===== config.mk =====
export PLATFORM = sky130hd
export DESIGN_NAME = counting_semaphore_wait_queue_flat
export DESIGN_NICKNAME = d
export VERILOG_FILES = /design/src/sv/csem_pkg.sv /design/src/sv/csem_req_if.sv /design/src/sv/csem_rsp_if.sv /design/src/sv/csem_cfg_if.sv /design/src/sv/csem_datapath.sv /design/src/sv/csem_ctrl.sv /design/src/sv/counting_semaphore_wait_queue.sv /design/src/flat_wrapper.sv
export SDC_FILE = /design/constraint.sdc
export NUM_CORES = 1
export LEC_CHECK = 0
export BUFFER_PORTS_ARGS = -buffer_cell sky130_fd_sc_hd__buf_2
export CAP_MARGIN = 10
export CORE_MARGIN = 1.5
export CORE_UTILIZATION = 60
export CTS_CLUSTER_DIAMETER = 30
export DETAILED_ROUTE_END_ITERATION = 6
export GPL_TIMING_DRIVEN = 0
export HOLD_SLACK_MARGIN = 0.15
export PLACE_DENSITY = 0.87
export SETUP_SLACK_MARGIN = 0.1
export SLEW_MARGIN = 40
export SYNTH_ARGS = -nofsm -noshare
export SYNTH_HDL_FRONTEND = slang
export SYNTH_SLANG_ARGS = --single-unit

===== constraint.sdc =====
create_clock -name clk_i -period 7.7 [get_ports clk_i]
set_input_delay 0.385 -clock clk_i [delete_from_list [all_inputs] [get_ports clk_i]]
set_output_delay 0.385 -clock clk_i [all_outputs]
set_load 0.05 [all_outputs]

===== src/sv/csem_pkg.sv =====
`default_nettype none
package csem_pkg;

  localparam int QueueDepth = 16;
  localparam int PtrW       = (QueueDepth > 1) ? $clog2(QueueDepth) : 1;
  localparam int OccW       = $clog2(QueueDepth + 1);

  localparam int CmdW    = 2;
  localparam int IdW     = 8;
  localparam int CountW  = 7;
  localparam int ActionW = 3;

  localparam logic [CountW-1:0] CountMax = 7'd127;

  typedef enum logic [CmdW-1:0] {
    CMD_WAIT   = 2'd0,
    CMD_SIGNAL = 2'd1,
    CMD_DELETE = 2'd2
  } cmd_e;

  typedef enum logic [ActionW-1:0] {
    ACT_DONE    = 3'd0,
    ACT_BLOCKED = 3'd1,
    ACT_READY   = 3'd2,
    ACT_RESUME  = 3'd3,
    ACT_FULL    = 3'd4
  } action_e;

  // controller -> datapath
  typedef struct packed {
    logic load;   // capture the request payload
    logic step;   // execute one result of the held command
  } csem_ctl_t;

  // datapath -> controller
  typedef struct packed {
    logic more;   // delete still has waiters after this result
  } csem_sts_t;

endpackage
`default_nettype wire


===== src/sv/csem_req_if.sv =====
`default_nettype none
interface csem_req_if;
  import csem_pkg::*;

  logic            valid;
  logic            ready;
  logic [CmdW-1:0] cmd;
  logic [IdW-1:0]  caller_id;

  modport source (output valid, output cmd, output caller_id, input ready);
  modport sink   (input valid, input cmd, input caller_id, output ready);
endinterface
`default_nettype wire


===== src/sv/csem_rsp_if.sv =====
`default_nettype none
interface csem_rsp_if;
  import csem_pkg::*;

  logic               valid;
  logic               ready;
  logic [ActionW-1:0] action;
  logic [IdW-1:0]     target_id;
  logic               count_saturated;
  logic               last;

  modport source (output valid, output action, output target_id,
                  output count_saturated, output last, input ready);
  modport sink   (input valid, input action, input target_id,
                  input count_saturated, input last, output ready);
endinterface
`default_nettype wire


===== src/sv/csem_cfg_if.sv =====
`default_nettype none
interface csem_cfg_if;
  import csem_pkg::*;

  logic              valid;
  logic              ready;
  logic [CountW-1:0] initial_count;

  modport source (output valid, output initial_count, input ready);
  modport sink   (input valid, input initial_count, output ready);
endinterface
`default_nettype wire


===== src/sv/csem_datapath.sv =====
`default_nettype none
module csem_datapath (
  input  wire logic                          clk_i,
  input  wire logic                          rst_ni,
  input  wire csem_pkg::csem_ctl_t           ctl_i,
  output      csem_pkg::csem_sts_t           sts_o,
  input  wire logic [csem_pkg::CmdW-1:0]     cmd_i,
  input  wire logic [csem_pkg::IdW-1:0]      caller_id_i,
  input  wire logic                          cfg_we_i,
  input  wire logic [csem_pkg::CountW-1:0]   cfg_count_i,
  output      logic [csem_pkg::ActionW-1:0]  action_o,
  output      logic [csem_pkg::IdW-1:0]      target_id_o,
  output      logic                          count_saturated_o,
  output      logic                          last_o
);
  import csem_pkg::*;

  logic [IdW-1:0]    mem [QueueDepth];
  logic [CountW-1:0] count_q, count_d;
  logic [PtrW-1:0]   head_q, head_d, tail_q, tail_d, head_nxt, tail_nxt;
  logic [OccW-1:0]   occ_q, occ_d;
  logic [CmdW-1:0]   cmd_q;
  logic [IdW-1:0]    caller_q;
  logic              push;
  action_e           act_d;
  logic [IdW-1:0]    tid_d;
  logic              sat_d, last_d;
  logic [IdW-1:0]    head_id;

  assign head_id  = mem[head_q];
  assign head_nxt = (head_q == PtrW'(QueueDepth - 1)) ? '0 : head_q + 1'b1;
  assign tail_nxt = (tail_q == PtrW'(QueueDepth - 1)) ? '0 : tail_q + 1'b1;

  assign sts_o.more = (cmd_q == CMD_DELETE) && (occ_q > OccW'(1));

  always_comb begin
    count_d = count_q;
    head_d  = head_q;
    tail_d  = tail_q;
    occ_d   = occ_q;
    push    = 1'b0;
    act_d   = ACT_DONE;
    tid_d   = '0;
    sat_d   = 1'b0;
    last_d  = 1'b1;
    if (cfg_we_i) begin
      // reload the count and empty the queue
      count_d = cfg_count_i;
      head_d  = '0;
      tail_d  = '0;
      occ_d   = '0;
    end else if (ctl_i.step) begin
      unique case (cmd_q)
        CMD_WAIT: begin
          if (count_q != '0) begin
            count_d = count_q - 1'b1;
          end else if (occ_q == OccW'(QueueDepth)) begin
            act_d = ACT_FULL;
          end else begin
            push   = 1'b1;
            tail_d = tail_nxt;
            occ_d  = occ_q + 1'b1;
            act_d  = ACT_BLOCKED;
            tid_d  = caller_q;
          end
        end
        CMD_SIGNAL: begin
          if (occ_q != '0) begin
            head_d = head_nxt;
            occ_d  = occ_q - 1'b1;
            act_d  = ACT_READY;
            tid_d  = head_id;
          end else if (count_q == CountMax) begin
            sat_d = 1'b1;
          end else begin
            count_d = count_q + 1'b1;
          end
        end
        CMD_DELETE: begin
          if (occ_q != '0) begin
            act_d  = ACT_RESUME;
            tid_d  = head_id;
            occ_d  = occ_q - 1'b1;
            last_d = (occ_q == OccW'(1));
            if (occ_q == OccW'(1)) begin
              head_d = '0;
              tail_d = '0;
            end else begin
              head_d = head_nxt;
            end
          end
        end
        default: begin
        end
      endcase
    end
  end

  always_ff @(posedge clk_i or negedge rst_ni) begin
    if (!rst_ni) begin
      count_q <= '0;
      head_q  <= '0;
      tail_q  <= '0;
      occ_q   <= '0;
    end else begin
      count_q <= count_d;
      head_q  <= head_d;
      tail_q  <= tail_d;
      occ_q   <= occ_d;
    end
  end

  always_ff @(posedge clk_i) begin
    if (ctl_i.load) begin
      cmd_q    <= cmd_i;
      caller_q <= caller_id_i;
    end
    if (ctl_i.step) begin
      action_o          <= act_d;
      target_id_o       <= tid_d;
      count_saturated_o <= sat_d;
      last_o            <= last_d;
    end
    if (push) begin
      mem[tail_q] <= caller_q;
    end
  end

  a_occ_bound: assert property (@(posedge clk_i) disable iff (!rst_ni)
    occ_q <= OccW'(QueueDepth))
    else $error("queue occupancy beyond depth");

  a_units_or_waiters: assert property (@(posedge clk_i) disable iff (!rst_ni)
    (count_q != '0) |-> (occ_q == '0))
    else $error("units available while waiters are queued");

  a_delete_clears: assert property (@(posedge clk_i) disable iff (!rst_ni)
    (ctl_i.step && !cfg_we_i && cmd_q == CMD_DELETE && occ_q == OccW'(1))
      |=> (occ_q == '0 && head_q == '0 && tail_q == '0))
    else $error("queue not cleared after final resume");

endmodule
`default_nettype wire


===== src/sv/csem_ctrl.sv =====
`default_nettype none
module csem_ctrl (
  input  wire logic                 clk_i,
  input  wire logic                 rst_ni,
  input  wire logic                 req_valid_i,
  output      logic                 req_ready_o,
  output      logic                 rsp_valid_o,
  input  wire logic                 rsp_ready_i,
  input  wire csem_pkg::csem_sts_t  sts_i,
  output      csem_pkg::csem_ctl_t  ctl_o
);
  import csem_pkg::*;

  typedef enum logic [1:0] {
    ST_IDLE = 2'b01,
    ST_EXEC = 2'b10
  } state_e;

  state_e state_q, state_d;
  logic   out_valid_q, out_valid_d;
  logic   out_free;

  assign out_free    = !out_valid_q || rsp_ready_i;
  assign req_ready_o = (state_q == ST_IDLE);
  assign rsp_valid_o = out_valid_q;

  always_comb begin
    state_d    = state_q;
    ctl_o.load = 1'b0;
    ctl_o.step = 1'b0;
    unique case (state_q)
      ST_IDLE: begin
        if (req_valid_i) begin
          ctl_o.load = 1'b1;
          state_d    = ST_EXEC;
        end
      end
      ST_EXEC: begin
        // hold while the previous result waits to transfer
        if (out_free) begin
          ctl_o.step = 1'b1;
          if (!sts_i.more) begin
            state_d = ST_IDLE;
          end
        end
      end
      default: begin
        state_d = ST_IDLE;
      end
    endcase
  end

  always_comb begin
    out_valid_d = out_valid_q;
    if (ctl_o.step) begin
      out_valid_d = 1'b1;
    end else if (rsp_ready_i) begin
      out_valid_d = 1'b0;
    end
  end

  always_ff @(posedge clk_i or negedge rst_ni) begin
    if (!rst_ni) begin
      state_q     <= ST_IDLE;
      out_valid_q <= 1'b0;
    end else begin
      state_q     <= state_d;
      out_valid_q <= out_valid_d;
    end
  end

  a_accept_exec: assert property (@(posedge clk_i) disable iff (!rst_ni)
    (req_valid_i && req_ready_o) |=> (state_q == ST_EXEC))
    else $error("accepted request did not start execution");

  a_step_valid: assert property (@(posedge clk_i) disable iff (!rst_ni)
    ctl_o.step |=> out_valid_q)
    else $error("executed result not presented");

  a_stall_hold: assert property (@(posedge clk_i) disable iff (!rst_ni)
    (state_q == ST_EXEC && out_valid_q && !rsp_ready_i)
      |=> (state_q == ST_EXEC && out_valid_q))
    else $error("execution advanced over an untaken result");

endmodule
`default_nettype wire


===== src/sv/counting_semaphore_wait_queue.sv =====
// A request is accepted in the idle state; its result is registered in execute.
// Each command passes through accept, then execute; the next request waits for idle.
// Delete emits one resume per cycle from the queue head unless the output stalls.
// The single output register sets the stall point; results wait there for the sink.
// Reset: count, queue pointers and occupancy clear to zero; queue storage is not cleared.
`default_nettype none
module counting_semaphore_wait_queue (
  input  wire logic clk_i,
  input  wire logic rst_ni,
  csem_req_if.sink  req,
  csem_rsp_if.source rsp,
  csem_cfg_if.sink  cfg
);
  import csem_pkg::*;

  csem_ctl_t ctl;
  csem_sts_t sts;
  logic      cfg_we;

  assign cfg.ready = 1'b1;
  assign cfg_we    = cfg.valid;

  csem_ctrl u_ctrl (
    .clk_i       (clk_i),
    .rst_ni      (rst_ni),
    .req_valid_i (req.valid),
    .req_ready_o (req.ready),
    .rsp_valid_o (rsp.valid),
    .rsp_ready_i (rsp.ready),
    .sts_i       (sts),
    .ctl_o       (ctl)
  );

  csem_datapath u_datapath (
    .clk_i             (clk_i),
    .rst_ni            (rst_ni),
    .ctl_i             (ctl),
    .sts_o             (sts),
    .cmd_i             (req.cmd),
    .caller_id_i       (req.caller_id),
    .cfg_we_i          (cfg_we),
    .cfg_count_i       (cfg.initial_count),
    .action_o          (rsp.action),
    .target_id_o       (rsp.target_id),
    .count_saturated_o (rsp.count_saturated),
    .last_o            (rsp.last)
  );

endmodule
`default_nettype wire

===== src/flat_wrapper.sv =====
// flat-port wrapper written by rule: the top's interface ports become plain ports
module counting_semaphore_wait_queue_flat import csem_pkg::*;
  (clk_i, rst_ni, req_valid, req_cmd, req_caller_id, req_ready, rsp_valid, rsp_action, rsp_target_id, rsp_count_saturated, rsp_last, rsp_ready, cfg_valid, cfg_initial_count, cfg_ready);
  csem_req_if req_i ();
  csem_rsp_if rsp_i ();
  csem_cfg_if cfg_i ();
  input  wire logic clk_i;
  input  wire logic rst_ni;
  input wire logic [$bits(req_i.valid)-1:0] req_valid;
  input wire logic [$bits(req_i.cmd)-1:0] req_cmd;
  input wire logic [$bits(req_i.caller_id)-1:0] req_caller_id;
  output wire logic [$bits(req_i.ready)-1:0] req_ready;
  output wire logic [$bits(rsp_i.valid)-1:0] rsp_valid;
  output wire logic [$bits(rsp_i.action)-1:0] rsp_action;
  output wire logic [$bits(rsp_i.target_id)-1:0] rsp_target_id;
  output wire logic [$bits(rsp_i.count_saturated)-1:0] rsp_count_saturated;
  output wire logic [$bits(rsp_i.last)-1:0] rsp_last;
  input wire logic [$bits(rsp_i.ready)-1:0] rsp_ready;
  input wire logic [$bits(cfg_i.valid)-1:0] cfg_valid;
  input wire logic [$bits(cfg_i.initial_count)-1:0] cfg_initial_count;
  output wire logic [$bits(cfg_i.ready)-1:0] cfg_ready;
  assign req_i.valid = req_valid;
  assign req_i.cmd = req_cmd;
  assign req_i.caller_id = req_caller_id;
  assign req_ready = req_i.ready;
  assign rsp_valid = rsp_i.valid;
  assign rsp_action = rsp_i.action;
  assign rsp_target_id = rsp_i.target_id;
  assign rsp_count_saturated = rsp_i.count_saturated;
  assign rsp_last = rsp_i.last;
  assign rsp_i.ready = rsp_ready;
  assign cfg_i.valid = cfg_valid;
  assign cfg_i.initial_count = cfg_initial_count;
  assign cfg_ready = cfg_i.ready;
  counting_semaphore_wait_queue u_core (.clk_i(clk_i), .rst_ni(rst_ni), .req(req_i), .rsp(rsp_i), .cfg(cfg_i));
endmodule

==> impl_results.md, run 1 <==
- Outcome: finished clean
- Die Width: 115 um
- Routed len/inst: 21.7 um
- PwrDens: 245 mW/mm^2
- CP Capture Type: flip-flop
- Vias in the first global route: 4464
- Tmin final: 2.85 ns
- Top Ports: 38
- RSZ-0062 raised after global routing: false
- First-pass GRT wire length: 24.2 mm
- Pre-CTS setup slack: 4.87 ns
- Drt total wl: 15.4 mm
- H-tree depth: 4
- Clock transition at path regs: 0.07 ns
- Initial DRC count: 618
- Max-cap violations: 0
- Clock Root Buffer: clkbuf_16
- Yosys warnings: 0
- Slew @ Worst Pin: 0.746 ns
- Hpwl dp: 9.91 mm
- Final setup violating endpoints: 0
- Pwr Total: 2.12 mW
- N_diodes: 0
- Yosys top cell by area: edfxtp_1
- Simple-gate share of the synthesized area: 0.0825
- Maximum vdd drop: 195 uV
- Pleak: 2.97 nW
- Max-slew headroom: 0.503
- Synth area leaders: edfxtp_1 60%, mux4_2 9.5%, dfrtp_1 7.3%
- # clock sinks: 174
- Required time of the worst setup path: 7.77 ns
- Placed instance count: 666
- Ys async rst share: 0.132
- Chip height: 115 um
- Net Count, Synth: 503
- Syn Area/Cell: 16.4 um^2
- Core area: 0.0122 mm^2
- Netlist cell types: 58
- DRC: 0
- Fillcell total: 760
- Critical Path AT: 2.92 ns
- Remaining Overflow, GRT: 0
- Initial core utilization: 0.622
- GP Congestion: 0.821
- Drt pass-1 iters: 5
- Ys flop type: edfxtp_1
- CTS tree: built
- Post-synthesis register bit count: 174
- Vias/cell: 6.19
- Critical path class: reg2reg
- Final ANT Viol Nets: 0
- Critical Path Start Type: flip-flop
- Worst-skew pair later-pin latency: 0.43 ns
- Adder-cell share of the synthesized area: 0.0324
- Global Route Usage Sum: 0.255
- Compound-Gate Fraction of Synth Area: 0.0575
- Post-CTS sizing: 0
- Largest net degree at the start of global routing: 24
- CTS buffer count: 17
- Crit share post-route: 0.370
- Core Util, Final: 0.713
- Hold WC Path Type: in2reg
- Synth Area in XOR/XNOR: 0.00926
- Mux cell area share after synthesis: 0.124
- Max Slew Vio Count: 0
- Most numerous cell in the Yosys netlist: edfxtp_1
- Rows: 40
- Final net count: 570
- Fin cells: 710
- Synth-to-Final Area Change: 14.6%
- Peak Freq: 0.351 GHz
- Register area share after synthesis: 0.675
- Largest family of logic cells by synthesized area: multiplexers
- Most common library cells after synthesis: 151 x edfxtp_1, 32 x mux4_2, 26 x o21ai_0
- Share of the synthesized area in the top cell type: 0.599
- Fin. Hold Viols: 0
- Initial antenna violation count: 0
- EDFF count, synth: 151
- Setup ws final: 4.85 ns
- Worst-path fanout max: 8
- Clock skew: 0.00985 ns
- Final TNS setup: 0 ns
- Die area: 0.0133 mm^2
- Vias: 4397
- Synthesized area: 0.00757 mm^2
- Layout cells sized above 1: 0.225
- Max clock buf depth: 2
- Mapped Cells: 462
- I/O Buffers: 36
==> sequential cells by signal, indices dropped and copies added (netlist names) <==
register / flops
u_core.u_datapath.count_q: 7
u_core.u_ctrl.state_q: 2
u_core.u_datapath.last_o: 1
u_core.u_datapath.target_id_o: 8
u_core.u_datapath.mem: 128
u_core.u_datapath.head_q: 4
u_core.u_datapath.cmd_q: 2
u_core.u_datapath.action_o: 3
u_core.u_datapath.tail_q: 4
u_core.u_datapath.caller_q: 8
u_core.u_ctrl.rsp_valid_o: 1
u_core.u_datapath.count_saturated_o: 1
u_core.u_datapath.occ_q: 5
==> placed cells by master, fill, tap and decap left out, types with 4 or more instances in the layout <==
master / instances
nor2b_1: 5
a2bb2oi_1: 8
a21oi_1: 8
nand3_1: 8
o21ai_0: 26
nand2_1: 20
clkinv_4: 4
ha_1: 18
buf_2: 41
and2_1: 18
mux4_2: 32
clkbuf_1: 10
nand2b_1: 8
edfxtp_1: 151
and3_1: 4
dlygate4sd3_1: 12
mux2i_1: 22
clkbuf_16: 17
dfrtp_1: 22
inv_8: 4
nor2_1: 15
xor2_1: 4
xnor2_1: 4
inv_1: 13
nor3_1: 6
==> kinds of logic after synthesis <==
kind of cell               count (synthesis)
other                                      1
and+or+nand+nor                          110
buffers and inverters                     31
muxes                                     54
DFF                                      174
adders and majority gates                 19
AOI/OAI and AO/OA                         65
xor gates and xnor gates                   8
==> critical path, cell delays in order, from the launching register on <==
cell and delay, ns:
dfrtp_1 0.41, inv_1 0.11, ha_1 0.27, and4bb_2 0.29, nor3_1 0.27, nand4_1 0.22
nor3_1 0.38, and2_1 0.54
==> layout make-up <==
class / instances / area, um^2 / share of cell area
plain buffers: 18 / 88.8 / 0.0102
flip-flops and latches: 174 / 5110 / 0.590
repair buffers: 48 / 300 / 0.0346
clock inverters: 15 / 151 / 0.0175
inverters: 13 / 48.8 / 0.00563
well taps: 168 / 210 / 0.0242
clock buffers: 17 / 425 / 0.0491
multi-input cells: 257 / 2330 / 0.269
==> power breakdown <==
group | switching, mW | leakage, nW | internal (mW)
combinational | 0.127 | 1.03 | 0.0952
clock | 0.391 | 0.282 | 0.431
sequential | 0.0282 | 1.66 | 1.05
total | 0.547 | 2.97 | 1.58
==> routing by layer <==
| metal | wire [um] | vias to the layer above | GRT usage |
|---|---|---|---|
| met4 | 265 | 0 | 0.0848 |
| li1 | - | 1944 | - |
| met2 | 7920 | 223 | 0.421 |
| met1 | 6210 | 2203 | 0.340 |
| met5 | 0 | - | 0 |
| met3 | 1020 | 27 | 0.0580 |
==> stage by stage <==
stage | hold slack, ns | cell area, um^2
after global placement | 0.392 | 7960
after detailed placement | 0.398 | 7970
after floorplan | 0.0894 | 7570
after CTS | 0.154 | 8670
after global routing | 0.179 | 8670
final | 0.174 | 8670
==> worst paths after layout <==
check                           depth (start not counted)  slack (ns)                                        to                               startpoint
min in group asynchronous                               2        0.49  u_core.u_datapath.count_q[3]$_DFFE_PN0P_                                   rst_ni
worst min register to register                          1        0.55   u_core.u_datapath.head_q[3]$_DFFE_PN0P_  u_core.u_datapath.head_q[3]$_DFFE_PN0P_
worst max register to register                          7        4.85     u_core.u_datapath.mem[2][0]$_DFFE_PP_   u_core.u_datapath.occ_q[0]$_DFFE_PN0P_
worst max-delay path                                    7        4.85     u_core.u_datapath.mem[2][0]$_DFFE_PP_   u_core.u_datapath.occ_q[0]$_DFFE_PN0P_
worst min-delay path                                    3        0.17  u_core.u_datapath.count_q[2]$_DFFE_PN0P_                     cfg_initial_count[2]
max in group asynchronous                               2        6.83      u_core.u_ctrl.state_q[0]$_DFFE_PN1P_                                   rst_ni
==> what timing repair did <==
action,CTS,global route
buffers inserted,0,0
endpoints found under the hold margin,33,0
hold buffers,12,0
No activity file was read; power rests on OpenSTA's default activity.
==> run 2, diff against run 1 <==
Settings changed: CORE_UTILIZATION 60 to 55, PLACE_DENSITY 0.87 to 0.85.
Clock period 7.7 ns to 2.52 ns, I/O delays scaled along.
==> run 2 against run 1 <==
Compared with the run above: clock skew decreased by 0.0013 ns; fmax increased by 15%; largest cell class unchanged; die area is 8.8% higher; worst hold slack gained 0.078 ns; count of clock-buffer cells in the layout grew 2; first-iteration DRC count is 34% lower; worst setup slack lost 4.8 ns; register-to-register slack lost 4.8 ns.
==> impl_results.md, run 2 (synthesis results as in run 1) <==
- Fin. Hold Viols: 0
- CP Capture Type: flip-flop
- Peak Freq: 0.404 GHz
- Hold WC Path Type: in2async
- Switching share of power: 0.251
- Die area: 0.0145 mm^2
- Placed instance count: 674
- Slew @ Worst Pin: 0.720 ns
- Max-slew headroom: 0.520
- Final hold slack: 0.252 ns
- # clock sinks: 174
- DRC: 0
- I/O Buffers: 36
- Critical Path AT: 2.78 ns
- N_diodes: 0
- Net Sw Power: 1.64 mW
- Pre-CTS setup slack: -0.436 ns
- Commonest non-fill, non-tap cell in the layout: edfxtp_1
- Worst path slowest cell: edfxtp_1
- Outcome: finished clean
- Pleak: 3.09 nW
- Max-cap violations: 0
- Largest net degree at the start of global routing: 24
- Routed len/inst: 23.1 um
- Rows: 42
- CTS tree: built
- Crit share post-route: 0.981
- Max clock buf depth: 2
- Final setup violating endpoints: 0
- Power Internal: 4.91 mW
- H-tree depth: 4
- CP Cell Sequence: inv_2 > ha_4 > inv_6 > fa_2 > a211o_1 > a2111oi_4 > nand3b_1 > nor4_2 > a211o_1
- Max reg flops: 128
- Vias: 4529
- Initial core utilization: 0.567
- Top Registers: u_core.u_datapath.mem (128), u_core.u_datapath.caller_q (8), u_core.u_datapath.target_id_o (8)
- Fin cells: 734
- Largest reg by FF count: u_core.u_datapath.mem
- Critical path class: reg2reg
- Top Ports: 38
- Clock transition at path regs: 0.06 ns
- Setup ws final: 0.0476 ns
- Most frequent cells in the layout: 151 x edfxtp_1, 39 x buf_2, 32 x mux4_2, 25 x o21ai_0, 22 x mux2i_1
- Initial antenna violation count: 0
- Final net count: 587
- Worst-path fanout max: 8
- First-pass GRT wire length: 26.0 mm
- Vias in the first global route: 4604
- Drt total wl: 17.0 mm
- Maximum vdd drop: 556 uV
- Drt pass-1 iters: 5
- Worst-skew pair later-pin latency: 0.43 ns
- Core area: 0.0133 mm^2
- Clock Root Buffer: clkbuf_16
- PwrDens: 725 mW/mm^2
- Hpwl dp: 10.6 mm
- Layout cells sized above 1: 0.305
- Vias/cell: 6.17
- Tmin final: 2.47 ns
- Critical Path Start Type: flip-flop
- Final ANT Viol Nets: 0
- Pwr Total: 6.55 mW
- GP Congestion: 0.808
- Remaining Overflow, GRT: 0
- Clock skew: 0.00859 ns
- Core Util, Final: 0.677
- Sequential share of power: 0.504
- CTS buffer count: 17
- Required time of the worst setup path: 2.83 ns
- Initial DRC count: 406
- Max Slew Vio Count: 0
- Combinational power share: 0.120
- Chip height: 120 um
- Clock Power Share: 0.376
- Global Route Usage Sum: 0.248
- Die Width: 120 um
- Worst path max stage delay: 0.45 ns
- Crit-path most repeated cell: a211o_1
- RSZ-0062 raised after global routing: true
- Synth-to-Final Area Change: 19.4%
[run 2: worst paths after layout]
check                                                           end  slack [ns]                             startpoint  cells after the start
max                        u_core.u_datapath.count_q[6]$_DFFE_PN0P_        0.05   u_core.u_datapath.cmd_q[1]$_DFFE_PP_                      9
min                         u_core.u_datapath.tail_q[0]$_DFFE_PN0P_        0.25                                 rst_ni                      2
max reg2reg                u_core.u_datapath.count_q[6]$_DFFE_PN0P_        0.05   u_core.u_datapath.cmd_q[1]$_DFFE_PP_                      9
min reg2reg                   u_core.u_ctrl.rsp_valid_o$_DFFE_PN0P_        0.54  u_core.u_ctrl.rsp_valid_o$_DFFE_PN0P_                      2
max in group asynchronous  u_core.u_datapath.count_q[3]$_DFFE_PN0P_        1.85                                 rst_ni                      2
min in group clk_i             u_core.u_ctrl.state_q[0]$_DFFE_PN1P_        0.34                              req_valid                      3
[run 2: critical path, delay by kind of cell, from the launching register on]
| kind | cells | cell delay [ns] |
|---|---|---|
| buf+inv | 2 | 0.19 |
| flops | 1 | 0.45 |
| fa+ha+maj | 2 | 0.52 |
| compound gates | 3 | 0.89 |
| simple gates | 2 | 0.30 |
[run 2: area by class of cell]
class                           count  area (um^2)
Fill cell                         850         4310
Buffer                             16         96.3
Timing Repair Buffer               67          467
Clock buffer                       19          433
Tap cell                          176          220
Clock inverter                     12          110
Inverter                           13         53.8
Sequential cell                   174         5110
Multi-Input combinational cell    257         2540
[run 2: timing repair]
item	4_1_cts	5_1_grt
pin swaps	4	5
endpoints found under the setup margin	149	150
hold endpoints to repair	42	0
hold buffers	20	0
setup buffers	5	6
gates resized for setup	56	24
[run 2: per-stage QoR]
stage / setup TNS, ns / instance area, um^2
3_5_place_dp: -27.40 / 7980
3_3_place_gp: -15.10 / 7980
4_1_cts: 0 / 8890
5_1_grt: -0.0270 / 9040
2_1_floorplan: 0 / 7580
6_report: 0 / 9040
[run 2: power by group through the flow]
| stage | clock network, mW | registers, mW | logic (mW) |
|---|---|---|---|
| floorplan | 0 | 3.36 | 0.462 |
| detailed placement | 0 | 3.35 | 0.675 |
| CTS | 2.47 | 3.30 | 0.739 |
| global placement | 0 | 3.34 | 0.640 |
| global route | 2.58 | 3.31 | 0.836 |
| finish | 2.46 | 3.31 | 0.785 |
[run 2: routing by layer]
layer	track usage	wire (um)
met1	0.324	6920
met2	0.421	8700
met3	0.0500	1080
met4	0.0801	252
met5	0	0
